**config.mk**
```make
export PLATFORM = sky130hd
export DESIGN_NAME = sorted_priority_queue
export DESIGN_NICKNAME = d
export VERILOG_FILES = /design/src/rtl/spq_pkg.sv /design/src/rtl/spq_cell.sv /design/src/rtl/sorted_priority_queue.sv
export SDC_FILE = /design/constraint.sdc
export NUM_CORES = 2
export LEC_CHECK = 0
export BUFFER_PORTS_ARGS = -buffer_cell sky130_fd_sc_hd__buf_2
export CORE_MARGIN = 3
export CORE_UTILIZATION = 30
export CTS_BUF_LIST = sky130_fd_sc_hd__clkbuf_4
export DETAILED_ROUTE_END_ITERATION = 8
export GPL_TIMING_DRIVEN = 0
export RECOVER_POWER = 25
export SETUP_SLACK_MARGIN = 0.15
export SLEW_MARGIN = 30
export SYNTH_ARGS = -nofsm -noshare
export SYNTH_HDL_FRONTEND = slang
export SYNTH_SLANG_ARGS = --single-unit
```
**constraint.sdc**
```tcl
create_clock -name i_clk -period 28.1 [get_ports i_clk]
set_input_delay 5.62 -clock i_clk [delete_from_list [all_inputs] [get_ports i_clk]]
set_output_delay 5.62 -clock i_clk [all_outputs]
set_load 0.005 [all_outputs]
```
**src/rtl/spq_pkg.sv**
```systemverilog
`default_nettype none
package spq_pkg;

    localparam int unsigned CAPACITY_DEF = 16;
    localparam int unsigned WORD_W       = 32;
    localparam int unsigned OCC_W        = 5;

    localparam logic [1:0] CMD_ENQUEUE = 2'd0;
    localparam logic [1:0] CMD_DEQUEUE = 2'd1;
    localparam logic [1:0] CMD_CLEAR   = 2'd2;

    localparam logic [2:0] ST_ENQUEUED = 3'd0;
    localparam logic [2:0] ST_DEQUEUED = 3'd1;
    localparam logic [2:0] ST_EMPTY    = 3'd2;
    localparam logic [2:0] ST_FULL     = 3'd3;
    localparam logic [2:0] ST_CLEARED  = 3'd4;

    typedef struct packed {
        logic [1:0]               command;
        logic signed [WORD_W-1:0] data_value;
        logic signed [WORD_W-1:0] priority_req;
    } t_req;

    typedef struct packed {
        logic [2:0]               status;
        logic signed [WORD_W-1:0] data_out;
        logic signed [WORD_W-1:0] priority_out;
        logic [OCC_W-1:0]         occupancy;
    } t_res;

    // broadcast to every cell
    typedef struct packed {
        logic                     ins;
        logic                     del;
        logic signed [WORD_W-1:0] key;
        logic signed [WORD_W-1:0] data;
    } t_cell_ctl;

endpackage
`default_nettype wire

```
**src/rtl/spq_cell.sv**
```systemverilog
`default_nettype none
module spq_cell #(
    parameter int unsigned INDEX = 0,
    parameter int unsigned CNT_W = 5
) (
    input  wire                                  i_clk,
    input  wire spq_pkg::t_cell_ctl              i_ctl,
    input  wire [CNT_W-1:0]                      i_count,
    input  wire                                  i_left_ge,
    input  wire logic signed [spq_pkg::WORD_W-1:0] i_left_data,
    input  wire logic signed [spq_pkg::WORD_W-1:0] i_left_prio,
    input  wire logic signed [spq_pkg::WORD_W-1:0] i_right_data,
    input  wire logic signed [spq_pkg::WORD_W-1:0] i_right_prio,
    output logic                                 o_ge,
    output logic signed [spq_pkg::WORD_W-1:0]    o_data,
    output logic signed [spq_pkg::WORD_W-1:0]    o_prio
);

    logic signed [spq_pkg::WORD_W-1:0] r_data, n_data;
    logic signed [spq_pkg::WORD_W-1:0] r_prio, n_prio;
    logic                              occupied;

    assign occupied = (i_count > CNT_W'(INDEX));
    // held entry stays ahead of the new one
    assign o_ge     = occupied && (r_prio <= i_ctl.key);
    assign o_data   = r_data;
    assign o_prio   = r_prio;

    always_comb begin
        n_data = r_data;
        n_prio = r_prio;
        if (i_ctl.ins && !o_ge) begin
            if (i_left_ge) begin
                n_data = i_ctl.data;
                n_prio = i_ctl.key;
            end else begin
                n_data = i_left_data;
                n_prio = i_left_prio;
            end
        end else if (i_ctl.del) begin
            n_data = i_right_data;
            n_prio = i_right_prio;
        end
    end

    always_ff @(posedge i_clk) begin
        r_data <= n_data;
        r_prio <= n_prio;
    end

endmodule
`default_nettype wire

```
**src/rtl/sorted_priority_queue.sv**
```systemverilog
`default_nettype none
// Sorted min-priority queue of CAPACITY entries held in a row of cells,
// front entry in cell 0. Every cell compares its priority with the request
// key at once, so an enqueue opens a slot behind all entries of equal or
// smaller priority and the tail shifts one cell back; a dequeue shifts the
// row one cell forward. Each request yields one result in the output
// register; a new request is taken while the previous result is taken,
// so the rate is one request per cycle unless the output stalls. An
// enqueue into a full queue and a dequeue from an empty one leave the
// entries unchanged and report it in status.
module sorted_priority_queue #(
    parameter int unsigned CAPACITY = spq_pkg::CAPACITY_DEF
) (
    input  wire           i_clk,
    input  wire           i_rst_n,
    input  wire           i_in_valid,
    output logic          o_in_stall,
    input  wire spq_pkg::t_req i_in_req,
    output logic          o_out_valid,
    input  wire           i_out_stall,
    output spq_pkg::t_res o_out_res
);

    localparam int unsigned CNT_W = $clog2(CAPACITY + 1);
    localparam int unsigned W     = spq_pkg::WORD_W;

    logic [CNT_W-1:0]     r_count, n_count;
    logic                 r_out_valid;
    spq_pkg::t_res        r_res, n_res;
    spq_pkg::t_cell_ctl   ctl;
    logic                 accept, is_clear, is_enq, full, empty;

    logic                 ge   [CAPACITY];
    logic signed [W-1:0]  data [CAPACITY];
    logic signed [W-1:0]  prio [CAPACITY];

    assign o_in_stall = r_out_valid && i_out_stall;
    assign accept     = i_in_valid && !o_in_stall;
    assign is_clear   = i_in_req.command[1];
    assign is_enq     = (i_in_req.command == spq_pkg::CMD_ENQUEUE);
    assign full       = (r_count == CNT_W'(CAPACITY));
    assign empty      = (r_count == '0);

    assign ctl.ins  = accept && is_enq && !full;
    assign ctl.del  = accept && !is_clear && !is_enq && !empty;
    assign ctl.key  = i_in_req.priority_req;
    assign ctl.data = i_in_req.data_value;

    for (genvar g = 0; g < CAPACITY; g++) begin : g_cell
        spq_cell #(
            .INDEX(g),
            .CNT_W(CNT_W)
        ) u_cell (
            .i_clk       (i_clk),
            .i_ctl       (ctl),
            .i_count     (r_count),
            .i_left_ge   ((g == 0) ? 1'b1 : ge[(g == 0) ? 0 : g - 1]),
            .i_left_data (data[(g == 0) ? 0 : g - 1]),
            .i_left_prio (prio[(g == 0) ? 0 : g - 1]),
            .i_right_data(data[(g == CAPACITY - 1) ? g : g + 1]),
            .i_right_prio(prio[(g == CAPACITY - 1) ? g : g + 1]),
            .o_ge        (ge[g]),
            .o_data      (data[g]),
            .o_prio      (prio[g])
        );
    end

    always_comb begin
        n_count          = r_count;
        n_res.status     = spq_pkg::ST_CLEARED;
        n_res.data_out   = '0;
        n_res.priority_out = '0;
        if (is_clear) begin
            n_count = '0;
        end else if (is_enq) begin
            if (full) begin
                n_res.status = spq_pkg::ST_FULL;
            end else begin
                n_res.status = spq_pkg::ST_ENQUEUED;
                n_count      = r_count + 1'b1;
            end
        end else begin
            if (empty) begin
                n_res.status = spq_pkg::ST_EMPTY;
            end else begin
                n_res.status       = spq_pkg::ST_DEQUEUED;
                n_res.data_out     = data[0];
                n_res.priority_out = prio[0];
                n_count            = r_count - 1'b1;
            end
        end
        n_res.occupancy = spq_pkg::OCC_W'(n_count);
    end

    always_ff @(posedge i_clk) begin
        if (!i_rst_n) begin
            r_count     <= '0;
            r_out_valid <= 1'b0;
        end else begin
            if (accept) begin
                r_count     <= n_count;
                r_out_valid <= 1'b1;
            end else if (!i_out_stall) begin
                r_out_valid <= 1'b0;
            end
        end
    end

    always_ff @(posedge i_clk) begin
        if (accept) begin
            r_res <= n_res;
        end
    end

    assign o_out_valid = r_out_valid;
    assign o_out_res   = r_res;

endmodule
`default_nettype wire

```
==> results.ini <==
[yosys]
leading_register_cell_type_out_of_synthesis=edfxtp_1
synth_seq_area_share_pct=49.73
synth_top_family_by_area=multiplexers
yosysTopAreaCellShare_pct=49.55
syn-cell-area_sq_um=66420
yosys_register_bits=1102
syn-num-nets=6556
synth_compound_area_share_pct=12.59
yosys.cell_types.count=84
synth_area_leader_cell=edfxtp_1
synth-edff-count=1096
post_synth_and_or_nand_nor_area_fraction_pct=8.978
synth.avg_cell_area_sq_um=11.13
top_area_cells_in_the_synthesized_netlist=edfxtp_1, mux2i_1, ha_1, a21oi_1, nor2_1
yosys_warnings=0
synth_fa_ha_area_share_pct=9.739
syn-instance-count=5969
synth.mux.area_fraction_pct=15.65
synthArstFlopShare_pct=0
synthXorXnorAreaFrac_pct=0.05275

[cts]
postCtsSetupBuffers=0
ctsLongestPathBuffers=4
clock-sinks=1102
clockRootBuffer=clkbuf_4
htree_num_levels=5
postCtsHoldBufs=0
worstSkewPairLatency_ns=1.40
clkTransAtPathRegs_ns=0.06
resized_after_cts=0
clock_buffer_count_from_cts=323
tritoncts_clock_tree=built

[timing]
post-route-min-period_ns=14.63
worst_hold_slack_ns=0.5152
final-setup-viol-count=0
setup_tns_ns=0
grt_setup_unrepaired=no
worstMarginPinSlew_ns=3.720
drv_slew=172
hold_viol_final=0
post-route-period-util_pct=52.07
clock_skew_ns=0.1625
relative_slew_margins_pct=-148.0
maxClockFrequency_mhz=68.35

[worst_setup_path]
critPathMostFrequentCell=clkbuf_1
worstSetupPathType=in -> reg
critical_path_cell_count=12
timing.critical_path.to_type=register
crit_path_end=g_cell[15].u_cell.o_data[25]$_DFFE_PP_
critical_path.slowest_cell=clkbuf_1
cpLargestDelayFamily=buffers and inverters
startpoint=i_out_stall
timing.critical_path.slowest_cell_delay_ns=2.68
crit_path_cell_trace=buf_2 -> nand2_1 -> nand2_1 -> clkinvlp_2 -> clkbuf_1 -> nand2_1 -> clkbuf_1 -> clkbuf_1 -> a221oi_1 -> clkbuf_1 -> clkbuf_1 -> clkbuf_1
path_buf_inv=8
reg2reg_from=o_out_valid$_SDFFE_PN0P_
cp_max_fo=53
regToRegEndpoint=g_cell[15].u_cell.o_data[25]$_DFFE_PP_
crit_path_start_kind=input port
timing.reg2reg.worst_path_depth=11
r2r_setup_slack_ns=17.50
worst-endpoint-arrival_ns=15.58
endpoint_required_time_on_the_critical_path_ns=29.04

[min_path]
holdPathStages=2
hold_path_class=reg -> reg

[global_route]
maximum_number_of_pins_on_one_net_before_global_route_repair=54
grt_pass1_wl_um=369000
antenna_violations_before_repair=46
gr-usage-all-layers_pct=21.85
grt_overflow=0
first_global_vias=53287

[die]
dieWidth_um=476.5
die_height_um=476.5
floorplan.io_pins=144
floorplan.initialDensity_pct=30.20
dieArea_sq_um=227100
core_region_area_sq_um=219900
std_cell_rows=172

[cells_and_area]
fillCellCount=22395
layout.cells.most_common_list=edfxtp_1, a21oi_1, mux2i_1
layout-area-overhead-vs-synth_pct=13.94
layout-drive-gt1-share_pct=14.92
seqCellArea_sq_um=33030
multiInputGateArea_sq_um=31440
design_area_sq_um=75680
nets=7076
layout_commonest_cell=edfxtp_1

[placed_design]
placement.cell_area_sq_um=72200
port_buffers=143
post_dp_hpwl_um=195600
routability_driven_placement_congestion_ratio=0.9947

[pwr]
power_switching_share_pct=28.21
p_per_area_nw_per_um2=52.40
clockPowerShare_pct=39.2
power_switching_mw=1.118
power.share.combinational_pct=12.1
highest_ir_drop_seen_on_vdd_uv=32.12
power.share.sequential_pct=48.7
fin_total_pwr_mw=3.965
p_int_mw=2.847
power.leakage_nw=30.04

[outcome]
failed_checks=capacitance limit, slew limit
outcome=finished, violations left

[drt]
final_antenna_net_count=0
detailedRoute.firstPassIterationCount=6
drt-wirelength-per-cell_um=26.64
via_per_inst=5.609
total_number_of_vias=54251
postRouteWirelength_um=257600
initialDrtViolationCount=6112
drcViolationCount=0

[flow_run]
max-cap-violations=9

## cells in the mapped netlist (46+ instances only)
library cell,n
mux2i_1,771
nor2_1,582
mux2_2,141
clkbuf_1,261
nand4_1,101
nand3_1,122
nand2_1,291
a31oi_1,74
buf_2,113
o21ai_0,387
a21oi_1,904
and2_1,69
a21o_1,46
edfxtp_1,1096
mux2_4,48
ha_1,517
inv_1,69
## power groups by stage
| stage | clock network, mW | logic (mW) | registers, mW |
|---|---|---|---|
| 6_report | 1.55 | 0.479 | 1.93 |
| 5_1_grt | 1.67 | 0.520 | 1.94 |
| 4_1_cts | 1.57 | 0.477 | 1.93 |
| 3_5_place_dp | 0 | 0.474 | 1.97 |
| 3_3_place_gp | 0 | 0.442 | 1.98 |
| 2_1_floorplan | 0 | 0.282 | 1.95 |
## tightest hold or removal path, stage by stage, from the launching register on
cell and delay (ns):
edfxtp_1 0.35, nand2_1 0.05, o21ai_0 0.06
## metal layers
| metal | track usage (%) | wire [um] |
|---|---|---|
| met5 | 0 | 122 |
| met4 | 9.548 | 11620 |
| met3 | 5.143 | 25270 |
| met2 | 33.41 | 113200 |
| met1 | 29.40 | 107400 |
## worst min-delay path by stage
stage	start	end
floorplan	g_cell[14].u_cell.o_data[0]$_DFFE_PP_	g_cell[13].u_cell.o_data[0]$_DFFE_PP_
global placement	g_cell[14].u_cell.o_data[0]$_DFFE_PP_	g_cell[13].u_cell.o_data[0]$_DFFE_PP_
detailed placement	g_cell[0].u_cell.o_data[5]$_DFFE_PP_	o_out_res[42]$_SDFFCE_PP0P_
CTS	g_cell[13].u_cell.o_prio[12]$_DFFE_PP_	g_cell[12].u_cell.o_prio[12]$_DFFE_PP_
global route	g_cell[11].u_cell.o_data[31]$_DFFE_PP_	g_cell[10].u_cell.o_data[31]$_DFFE_PP_
finish	g_cell[14].u_cell.o_prio[0]$_DFFE_PP_	g_cell[13].u_cell.o_prio[0]$_DFFE_PP_
## registers in the layout (all words and copies together), names as in the netlist
signal,cells
r_count,5
o_out_res,72
g_cell.u_cell.o_data,512
o_out_valid,1
g_cell.u_cell.o_prio,512
## cell type report
class	count	area share, %
diodes	23	0.07605
inverters	71	0.3538
clock buffers	483	4.791
clock inverters	44	0.3241
repair buffers	195	1.888
well taps	2958	4.891
plain buffers	420	2.482
flip-flops and latches	1102	43.65
multi-input cells	4376	41.55
## metrics by stage
step	setup WS, ns	util [%]	instances
6_report	13.47	34.41	9672
5_1_grt	12.83	34.39	9656
4_1_cts	16.53	34.59	9649
3_5_place_dp	16.28	32.83	9122
3_3_place_gp	8.438	32.21	9070
2_1_floorplan	15.06	-	5969
## cells by family (layout without fill, tap and decap cells)
family / after synthesis / after routing
AO/OA/AOI/OAI: 1543 / 1543
AND/OR/NAND/NOR: 1319 / 1319
flip-flops: 1102 / 1102
multiplexers: 993 / 993
adder cells (fa/ha/maj): 517 / 517
buffers and inverters: 491 / 1213
XOR/XNOR: 4 / 4
other: 0 / 23
(Power assumes the default switching activity.)
